<file path="src/rtl/core/sue_pkg.sv">
// Shared types and constants for the SuperEagle 2x upscale block.
package sue_pkg;

    // Significant low bits of each packed pixel; the rest are ignored on input and zero on output.
    localparam int PIXEL_BITS = 32;
    localparam int WORD_BITS  = 32;

    localparam logic [WORD_BITS-1:0] PIX_MASK =
        WORD_BITS'((64'd1 << PIXEL_BITS) - 64'd1);

    localparam int CFG_INDEX_BITS = 2;

    localparam logic [CFG_INDEX_BITS-1:0] REG_HALF_MASK        = 2'd0;
    localparam logic [CFG_INDEX_BITS-1:0] REG_HALF_LOW_MASK    = 2'd1;
    localparam logic [CFG_INDEX_BITS-1:0] REG_QUARTER_MASK     = 2'd2;
    localparam logic [CFG_INDEX_BITS-1:0] REG_QUARTER_LOW_MASK = 2'd3;

    localparam logic [WORD_BITS-1:0] HALF_MASK_RST        = 32'hF7DE_F7DE;
    localparam logic [WORD_BITS-1:0] HALF_LOW_MASK_RST    = 32'h0821_0821;
    localparam logic [WORD_BITS-1:0] QUARTER_MASK_RST     = 32'hE79C_E79C;
    localparam logic [WORD_BITS-1:0] QUARTER_LOW_MASK_RST = 32'h1863_1863;

    typedef logic [WORD_BITS-1:0] word_t;

    typedef struct packed {
        word_t above_mid;
        word_t above_right;
        word_t left_px;
        word_t center_px;
        word_t right_px;
        word_t right_far;
        word_t below_left;
        word_t below_mid;
        word_t below_right;
        word_t below_right_far;
        word_t two_below_mid;
        word_t two_below_right;
    } sue_in_t;

    typedef struct packed {
        word_t out_top_left;
        word_t out_top_right;
        word_t out_bottom_left;
        word_t out_bottom_right;
    } sue_out_t;

endpackage

</file>
<file path="src/rtl/core/supereagle_upscale_block.sv">
// SuperEagle 2x upscaler: neighborhood in, 2x2 output block out, three register stages.
//
// One source pixel neighborhood is taken per clock while s_ready is high; its 2x2 block passes
// through the stages in order: stage one registers the diagonal tests, the vote and the first
// averages, stage two the nested and four-pixel averages, stage three the selected block, which
// is the output register. Every stage holds while the stage after it is full and stalled, so a
// stall on the output side backs up into s_ready only once all three stages are occupied. The
// user must write the four averaging masks through the cfg port only while no item is in flight;
// the block itself does not enforce this. A write takes effect at once.
module supereagle_upscale_block (
    input  logic                               aclk,
    input  logic                               aresetn,
    input  logic                               s_valid,
    output logic                               s_ready,
    input  sue_pkg::sue_in_t                   s_data,
    output logic                               m_valid,
    input  logic                               m_ready,
    output sue_pkg::sue_out_t                  m_data,
    input  logic                               cfg_wr_en,
    input  logic [sue_pkg::CFG_INDEX_BITS-1:0] cfg_index,
    input  logic [sue_pkg::WORD_BITS-1:0]      cfg_wdata
);
    import sue_pkg::*;

    localparam logic [1:0] KIND_EDGE_DN_RT = 2'd0;  // dn/rt diagonal alone matches
    localparam logic [1:0] KIND_EDGE_C_DR  = 2'd1;  // c/dr diagonal alone matches
    localparam logic [1:0] KIND_BOTH       = 2'd2;
    localparam logic [1:0] KIND_NONE       = 2'd3;

    typedef struct packed {
        logic [1:0] kind;
        logic       c1_tl;
        logic       c1_br;
        logic       c2_tr;
        logic       c2_bl;
        logic       vpos;
        logic       vneg;
    } sel_t;

    typedef struct packed {
        sel_t  sel;
        word_t c;
        word_t rt;
        word_t dn;
        word_t dr;
        word_t a_dnc;
        word_t a_dndr;
        word_t a_crt;
        word_t a_cdn;
        word_t d1;
        word_t d2;
    } st1_t;

    typedef struct packed {
        sel_t  sel;
        word_t c;
        word_t dn;
        word_t a_crt;
        word_t a_dndr;
        word_t s_dnc;
        word_t s_dndr;
        word_t s_crt;
        word_t s_cdn;
        word_t q_tl;
        word_t q_tr;
        word_t q_bl;
        word_t q_br;
    } st2_t;

    word_t half_mask_reg, half_low_mask_reg, quarter_mask_reg, quarter_low_mask_reg;

    logic     v1_reg, v2_reg, v3_reg;
    st1_t     st1_reg, st1_next;
    st2_t     st2_reg, st2_next;
    sue_out_t st3_reg, st3_next;
    logic     rdy1, rdy2, rdy3;

    function automatic word_t avg2(word_t a, word_t b, word_t hm, word_t hlm);
        return ((a & hm) >> 1) + ((b & hm) >> 1) + (a & b & hlm);
    endfunction

    function automatic word_t avg4(word_t a, word_t b, word_t c, word_t d,
                                   word_t qm, word_t qlm);
        word_t hi;
        word_t lo;
        hi = ((a & qm) >> 2) + ((b & qm) >> 2) + ((c & qm) >> 2) + ((d & qm) >> 2);
        lo = (a & qlm) + (b & qlm) + (c & qlm) + (d & qlm);
        return hi + ((lo >> 2) & qlm);
    endfunction

    // Configuration registers
    always_ff @(posedge aclk) begin
        if (!aresetn) begin
            half_mask_reg        <= HALF_MASK_RST;
            half_low_mask_reg    <= HALF_LOW_MASK_RST;
            quarter_mask_reg     <= QUARTER_MASK_RST;
            quarter_low_mask_reg <= QUARTER_LOW_MASK_RST;
        end else if (cfg_wr_en) begin
            case (cfg_index)
                REG_HALF_MASK:        half_mask_reg        <= cfg_wdata;
                REG_HALF_LOW_MASK:    half_low_mask_reg    <= cfg_wdata;
                REG_QUARTER_MASK:     quarter_mask_reg     <= cfg_wdata;
                REG_QUARTER_LOW_MASK: quarter_low_mask_reg <= cfg_wdata;
                default: ;
            endcase
        end
    end

    // A stage takes new data when it is empty or its content moves on.
    assign rdy3    = !v3_reg || m_ready;
    assign rdy2    = !v2_reg || rdy3;
    assign rdy1    = !v1_reg || rdy2;
    assign s_ready = rdy1;

    // Stage one: diagonal tests, vote and first-level averages
    always_comb begin
        word_t up, upr, lf, c, rt, rf, dl, dn, dr, drf, dd, ddr;
        logic [3:0] pa, pb;
        logic [2:0] cnt_a, cnt_b;
        up  = s_data.above_mid       & PIX_MASK;
        upr = s_data.above_right     & PIX_MASK;
        lf  = s_data.left_px         & PIX_MASK;
        c   = s_data.center_px       & PIX_MASK;
        rt  = s_data.right_px        & PIX_MASK;
        rf  = s_data.right_far       & PIX_MASK;
        dl  = s_data.below_left      & PIX_MASK;
        dn  = s_data.below_mid       & PIX_MASK;
        dr  = s_data.below_right     & PIX_MASK;
        drf = s_data.below_right_far & PIX_MASK;
        dd  = s_data.two_below_mid   & PIX_MASK;
        ddr = s_data.two_below_right & PIX_MASK;

        if (dn == rt && c != dr) begin
            st1_next.sel.kind = KIND_EDGE_DN_RT;
        end else if (c == dr && dn != rt) begin
            st1_next.sel.kind = KIND_EDGE_C_DR;
        end else if (c == dr) begin
            st1_next.sel.kind = KIND_BOTH;
        end else begin
            st1_next.sel.kind = KIND_NONE;
        end
        st1_next.sel.c1_tl = (dl == dn) || (rt == upr);
        st1_next.sel.c1_br = (rt == rf) || (dn == dd);
        st1_next.sel.c2_tr = (up == c) || (dr == drf);
        st1_next.sel.c2_bl = (dr == ddr) || (lf == c);

        // Vote sum sign: count right-pixel terms against center terms
        pa[0] = (rt != dl)  || (rt != dd);
        pa[1] = (rt != lf)  || (rt != up);
        pa[2] = (rt != ddr) || (rt != drf);
        pa[3] = (rt != upr) || (rt != rf);
        pb[0] = (c != dl)   || (c != dd);
        pb[1] = (c != lf)   || (c != up);
        pb[2] = (c != ddr)  || (c != drf);
        pb[3] = (c != upr)  || (c != rf);
        cnt_a = 3'(pa[0]) + 3'(pa[1]) + 3'(pa[2]) + 3'(pa[3]);
        cnt_b = 3'(pb[0]) + 3'(pb[1]) + 3'(pb[2]) + 3'(pb[3]);
        st1_next.sel.vpos = cnt_a > cnt_b;
        st1_next.sel.vneg = cnt_a < cnt_b;

        st1_next.c      = c;
        st1_next.rt     = rt;
        st1_next.dn     = dn;
        st1_next.dr     = dr;
        st1_next.a_dnc  = avg2(dn, c,  half_mask_reg, half_low_mask_reg);
        st1_next.a_dndr = avg2(dn, dr, half_mask_reg, half_low_mask_reg);
        st1_next.a_crt  = avg2(c,  rt, half_mask_reg, half_low_mask_reg);
        st1_next.a_cdn  = avg2(c,  dn, half_mask_reg, half_low_mask_reg);
        st1_next.d1     = avg2(dn, rt, half_mask_reg, half_low_mask_reg);
        st1_next.d2     = avg2(c,  dr, half_mask_reg, half_low_mask_reg);
    end

    // Stage two: nested and four-pixel averages
    always_comb begin
        st2_next.sel    = st1_reg.sel;
        st2_next.c      = st1_reg.c;
        st2_next.dn     = st1_reg.dn;
        st2_next.a_crt  = st1_reg.a_crt;
        st2_next.a_dndr = st1_reg.a_dndr;
        st2_next.s_dnc  = avg2(st1_reg.dn, st1_reg.a_dnc, half_mask_reg, half_low_mask_reg);
        st2_next.s_dndr = avg2(st1_reg.dn, st1_reg.a_dndr, half_mask_reg, half_low_mask_reg);
        st2_next.s_crt  = avg2(st1_reg.c, st1_reg.a_crt, half_mask_reg, half_low_mask_reg);
        st2_next.s_cdn  = avg2(st1_reg.c, st1_reg.a_cdn, half_mask_reg, half_low_mask_reg);
        st2_next.q_tl   = avg4(st1_reg.c, st1_reg.c, st1_reg.c, st1_reg.d1,
                               quarter_mask_reg, quarter_low_mask_reg);
        st2_next.q_br   = avg4(st1_reg.dr, st1_reg.dr, st1_reg.dr, st1_reg.d1,
                               quarter_mask_reg, quarter_low_mask_reg);
        st2_next.q_bl   = avg4(st1_reg.dn, st1_reg.dn, st1_reg.dn, st1_reg.d2,
                               quarter_mask_reg, quarter_low_mask_reg);
        st2_next.q_tr   = avg4(st1_reg.rt, st1_reg.rt, st1_reg.rt, st1_reg.d2,
                               quarter_mask_reg, quarter_low_mask_reg);
    end

    // Stage three: pick the block by case
    always_comb begin
        word_t tl, tr, bl, br;
        case (st2_reg.sel.kind)
            KIND_EDGE_DN_RT: begin
                tr = st2_reg.dn;
                bl = st2_reg.dn;
                tl = st2_reg.sel.c1_tl ? st2_reg.s_dnc : st2_reg.a_crt;
                br = st2_reg.sel.c1_br ? st2_reg.s_dndr : st2_reg.a_dndr;
            end
            KIND_EDGE_C_DR: begin
                tl = st2_reg.c;
                br = st2_reg.c;
                tr = st2_reg.sel.c2_tr ? st2_reg.s_crt : st2_reg.a_crt;
                bl = st2_reg.sel.c2_bl ? st2_reg.s_cdn : st2_reg.a_dndr;
            end
            KIND_BOTH: begin
                if (st2_reg.sel.vpos) begin
                    tr = st2_reg.dn;
                    bl = st2_reg.dn;
                    tl = st2_reg.a_crt;
                    br = st2_reg.a_crt;
                end else if (st2_reg.sel.vneg) begin
                    tl = st2_reg.c;
                    br = st2_reg.c;
                    bl = st2_reg.a_crt;
                    tr = st2_reg.a_crt;
                end else begin
                    tl = st2_reg.c;
                    br = st2_reg.c;
                    bl = st2_reg.dn;
                    tr = st2_reg.dn;
                end
            end
            default: begin
                tl = st2_reg.q_tl;
                tr = st2_reg.q_tr;
                bl = st2_reg.q_bl;
                br = st2_reg.q_br;
            end
        endcase
        st3_next.out_top_left     = tl & PIX_MASK;
        st3_next.out_top_right    = tr & PIX_MASK;
        st3_next.out_bottom_left  = bl & PIX_MASK;
        st3_next.out_bottom_right = br & PIX_MASK;
    end

    always_ff @(posedge aclk) begin
        if (!aresetn) begin
            v1_reg <= 1'b0;
            v2_reg <= 1'b0;
            v3_reg <= 1'b0;
        end else begin
            if (rdy1) begin
                v1_reg <= s_valid;
            end
            if (rdy2) begin
                v2_reg <= v1_reg;
            end
            if (rdy3) begin
                v3_reg <= v2_reg;
            end
        end
    end

    // Payload advances with its stage; hold otherwise.
    always_ff @(posedge aclk) begin
        if (rdy1 && s_valid) begin
            st1_reg <= st1_next;
        end
        if (rdy2 && v1_reg) begin
            st2_reg <= st2_next;
        end
        if (rdy3 && v2_reg) begin
            st3_reg <= st3_next;
        end
    end

    assign m_valid = v3_reg;
    assign m_data  = st3_reg;

endmodule

</file>
<file path="config.mk">
export PLATFORM = sky130hd
export DESIGN_NAME = supereagle_upscale_block
export DESIGN_NICKNAME = d
export VERILOG_FILES = /design/src/rtl/core/sue_pkg.sv /design/src/rtl/core/supereagle_upscale_block.sv
export SDC_FILE = /design/constraint.sdc
export NUM_CORES = 2
export LEC_CHECK = 0
export BUFFER_PORTS_ARGS = -buffer_cell sky130_fd_sc_hd__buf_4
export CAP_MARGIN = 20
export CORE_MARGIN = 8
export CORE_UTILIZATION = 50
export CTS_CLUSTER_DIAMETER = 120
export DETAILED_ROUTE_END_ITERATION = 6
export GPL_ROUTABILITY_DRIVEN = 0
export PLACE_DENSITY = 0.77
export SLEW_MARGIN = 30
export SYNTH_ARGS = -nofsm -noshare
export SYNTH_HDL_FRONTEND = slang
export SYNTH_SLANG_ARGS = --single-unit
</file>
<file path="constraint.sdc">
create_clock -name aclk -period 43.4 [get_ports aclk]
set_input_delay 6.51 -clock aclk [delete_from_list [all_inputs] [get_ports aclk]]
set_output_delay 6.51 -clock aclk [all_outputs]
set_load 0.02 [all_outputs]
</file>
=== Word level (Yosys, flattened, before mapping) ===
Index checks and enable logic that the tools add are counted.

* Add/sub/neg operators: 52
* $lt $le $gt $ge: 2
* Equality and inequality tests: 33
* Muxes and demuxes: 13
* Bitwise gates (word level): 43
* Reduce and logical (&&, ||, !) cells: 30

{| class="wikitable"
|+ Operators with widths
! kind !! number
|-
| $and 32x32->32 || 39
|-
| $add 32x32->32 || 25
|-
| $ne 32x32->1 || 18
|-
| $pmux 32 s3 || 4
|-
| $eq 32x32->1 || 10
|-
| $add 31x31->32 || 9
|-
| $mux 32 || 7
|-
| $add 31x30->32 || 4
|-
| $add 32x30->32 || 4
|-
| $and 30x32->32 || 4
|-
| $add 30x30->31 || 4
|-
| $logic_or 1x1->1 || 15
|-
| $reduce_and 2->1 || 4
|-
| $add 2x1->3 || 2
|-
| $add 3x1->3 || 2
|-
| $eq 2x2->1 const B || 3
|-
| $logic_and 1x1->1 || 5
|-
| $add 1x1->2 || 2
|-
| $eq 2x1->1 const B || 2
|-
| $logic_not 2->1 || 2
|-
| $gt 3x3->1 || 1
|-
| $logic_not 1->1 || 3
|-
| $lt 3x3->1 || 1
|-
| $mux 1 || 2
|-
| $reduce_or 2->1 || 1
|}

* Register bits after elaboration: 947

=== Depth between registers and ports, before layout ===
* Depth in word-level cells: 6
* Gate-level depth with buffers: 31
* Mapped depth without buffers: 29

=== Least setup slack after synthesis ===
No wires, ideal clock.

* Path kind: input-to-reg
* Start: in m_ready
* End: reg st2_reg[0] (netlist bit), enable pin
* Arrival time: 34.762 ns
* Data required time: 41.653 ns
* Slack: 6.890 ns
* Stages on the path: 2
* Buffers on the path: 0
* Path through: nor2b_1 -> a21boi_0

* Cells in the longest elaborated chain, start to end: 3

{| class="wikitable"
|+ RTL lines
! item !! RTL line !! text
|-
| from (decl) || supereagle_upscale_block.sv:17 || <nowiki>input logic m_ready,</nowiki>
|-
| $logic_or 1x1->1 || supereagle_upscale_block.sv:110 || <nowiki>assign rdy3 = !v3_reg || m_ready;</nowiki>
|-
| $logic_or 1x1->1 || supereagle_upscale_block.sv:111 || <nowiki>assign rdy2 = !v2_reg || rdy3;</nowiki>
|-
| $logic_and 1x1->1 || supereagle_upscale_block.sv:264 || <nowiki>if (rdy2 && v1_reg) begin</nowiki>
|-
| to (signal assigned) || supereagle_upscale_block.sv:265 || <nowiki>st2_reg <= st2_next;</nowiki>
|-
| to (decl) || supereagle_upscale_block.sv:74 || <nowiki>st2_t st2_reg, st2_next;</nowiki>
|}

No other way between the ends.
A chain may end at the register's enable or synchronous reset.

=== Final worst setup path ===
* Start: in m_ready
* End: out s_ready

* Cells in the longest elaborated chain, start to end: 3

{| class="wikitable"
|+ RTL lines
! item !! RTL line !! text
|-
| $logic_or 1x1->1 || supereagle_upscale_block.sv:110 ||
|-
| $logic_or 1x1->1 || supereagle_upscale_block.sv:111 ||
|-
| $logic_or 1x1->1 || supereagle_upscale_block.sv:112 || <nowiki>assign rdy1 = !v1_reg || rdy2;</nowiki>
|-
| to (decl) || supereagle_upscale_block.sv:14 || <nowiki>output logic s_ready,</nowiki>
|}

No other way between the ends.

==> impl_results.md <==
* Post-synthesis cell area at 88000 um2
* Final global-route overflow total at 0
* CTS Buf Count at 102
* # hold bufs at CTS at 0
* Share of layout cells above drive strength 1 at 0.0977
* Critical path data required time at 36890 ps
* HP Class: reg -> reg
* MaxCap Viol Count at 0
* Vias at 77300
* Commonest non-fill, non-tap cell in the layout: nand2_1
* DRC at 39
* Final setup viols at 0
* Syn_area_per_cell at 9.55 um2
* Crit path top cell by count: buf_4
* GRT Total Usage at 0.354
* RSZ-0062 raised after global routing: false
* Tot Pwr at 0.00407 W
* Peak Freq at 70.8 MHz
* Top cells by area, synth: edfxtp_1 28%, fa_1 15%, ha_1 8.3%
* Count of buffer and inverter cells on the critical path at 2
* Post-synth EDFFs at 816
* Max-slew headroom at the worst pin at 0.271
* CTS Buffer Depth at 3
* Top FF cell, synth: edfxtp_1
* Worst path arrival time at 7610 ps
* Number of global-route vias before repair at 76700
* Critical Path, Cell by Cell: buf_4 > nor2b_1 > nand3_1 > buf_4
* Global-route wire length before repair at 501 mm
* Die Span Y at 435 um
* Crit path kind: in -> out
* Die W at 435 um
* Crit path largest cell delay at 600 ps
* Detailed placer's ending HPWL at 281 mm
* Final Skew at 59.3 ps
* Area of the die at 190000 um2
* Commonest cells after routing, fill and taps aside: 923 x nand2_1, 864 x inv_1, 816 x edfxtp_1
* Async SR Flop Fraction at 0
* Initial antenna violation count at 55
* NumNets Final at 11200
* Top delay family on crit path: simple AND/OR/NAND/NOR gates
* Pleak at 44.5 nW
* CP endpoint kind: output port
* Yosys cell types at 89
* Initial core utilization at 0.501
* CTS tree: built
* Crit-path max FO at 6
* Layout area overhead at 11.0%
* Violated checks: design-rule violations
* Cells after Synth at 9214
* Post-CTS resize count at 0
* Synth area leader: edfxtp_1
* Slew @ Worst Pin at 1070 ps
* Crit start category: input pin
* Largest net degree at the start of global routing at 193
* Drt wl/cell at 29.1 um
* Status: complete, but fails checks
* Ports at 553
* H-Tree Depth at 3
* Peak VDD IR at 0.0340 mV
* Sink Count at 944
* Final hold violation count at 0
* Placed Instance Area at 94100 um2
* Core ar. at 176000 um2
* Syn_nets at 10900
* Vias per inst at 6.42
* Slowest CP cell: nor2b_1
* TNS Setup at 0 ps
* Drt total wl at 350 mm
* Period Utilization, post-route at 0.325
* TritonRoute pass-1 iters at 7
* Setup bufs post-CTS at 0
* Synth warnings at 0
* Final instance area at 97700 um2
* Root Driver: clkbuf_16
* Pwr dens at 41.6 nW/um2
* Cell row count at 154
* Violation count after the first detailed-route iteration at 10800
* Fin. max-slew vios at 0
* I/O Buffers at 552
* Number of antenna-violating nets in the routed design at 0
* Clk pin slew, worst setup/hold paths at 60 ps
* Max FFs per register at 392
* Yosys reg bits at 944
* Synth top area share at 0.279
* Final Critical Period at 14120 ps
* Register area share after synthesis at 0.308
* Clk_lat worst skew at 760 ps
-- synthesized netlist by cell type (19+ instances only) --
master    number
and3_1       237
nor3b_1       20
mux2i_1       43
nor4_1        99
o211ai_1      28
nand2b_1      83
o21ai_1       19
nor2_1       236
or3_1         32
a21oi_1      736
nand3_1      312
o21bai_1      63
and2_1       454
a22o_1        34
o21ai_0      364
inv_1        865
a211oi_1      37
clkbuf_1     327
a31oi_1       50
a21boi_0      72
dfxtp_1      128
o31ai_1       23
o21a_1        63
xor2_1       368
nor2b_1       81
o22ai_1       43
edfxtp_1     816
mux2_2       128
ha_1         581
nand4_1      119
a21o_1       275
xnor2_1      505
nor3_1       161
nand2_1      923
fa_1         652
-- cell families (layout without fill, tap and decap cells) --
family	after synthesis	in the layout	synth area share
compound gates	1967	1967	0.139
xor+xnor	873	873	0.0869
fa+ha+maj	1233	1233	0.231
buf+inv	1205	1641	0.0515
flops	944	944	0.308
mux	171	171	0.0213
other cells	0	46	0
simple gates	2821	2821	0.162
-- report_power, final --
part	switching [W]	leakage [nW]	total, W	internal, W
sequential	0.000154	8.83	0.00135	0.00119
clock	0.000397	1.64	0.000904	0.000507
combinational	0.00113	34.1	0.00181	0.000687
total	0.00168	44.5	0.00407	0.00239
-- worst register-to-register path: cells and delay by family, from the launching register on --
kind | cells | cell delay [ps]
AOI/OAI and AO/OA | 9 | 2520
xor gates and xnor gates | 2 | 560
adders and majority gates | 5 | 2390
buffers and inverters | 4 | 390
DFF | 1 | 570
and+or+nand+nor | 7 | 1410
-- final timing paths --
path	endpoint	startpoint	slack [ps]	depth (start not counted)
worst max-delay path	s_ready	m_ready	29280	4
worst min register to register	st2_reg[386]$_DFFE_PP_	st1_reg[322]$_DFFE_PP_	420	0
worst max register to register	st2_reg[57]$_DFFE_PP_	quarter_low_mask_reg[1]$_SDFFE_PN1P_	35280	27
worst min-delay path	st2_reg[386]$_DFFE_PP_	st1_reg[322]$_DFFE_PP_	420	0
-- layer usage --
layer	GRT usage	vias to the layer above	part of all wire
met4	0.219	4	0.081
met5	0	-	0.000077
li1	-	32900	-
met1	0.449	36700	0.35
met2	0.511	6281	0.40
met3	0.133	1407	0.17
-- cell type report --
cell class | instances | area, um2
Fill cell | 14800 | 77900
Multi-Input combinational cell | 7065 | 56500
Sequential cell | 944 | 27100
Timing Repair Buffer | 586 | 4450
Inverter | 865 | 3250
Tap cell | 2340 | 2930
Clock buffer | 117 | 2640
Clock inverter | 73 | 761
Antenna cell | 46 | 115
-- metrics by stage --
stage	hold WS [ps]	cells	util	setup WS [ps]
2_1_floorplan	400	9214	-	6890
3_3_place_gp	402	11800	0.536	29310
3_5_place_dp	406	11800	0.536	29310
4_1_cts	422	12000	0.556	29290
5_1_grt	431	12000	0.556	29190
6_report	424	12000	0.556	29280
Note: power is estimated with default switching activity, not from simulation.
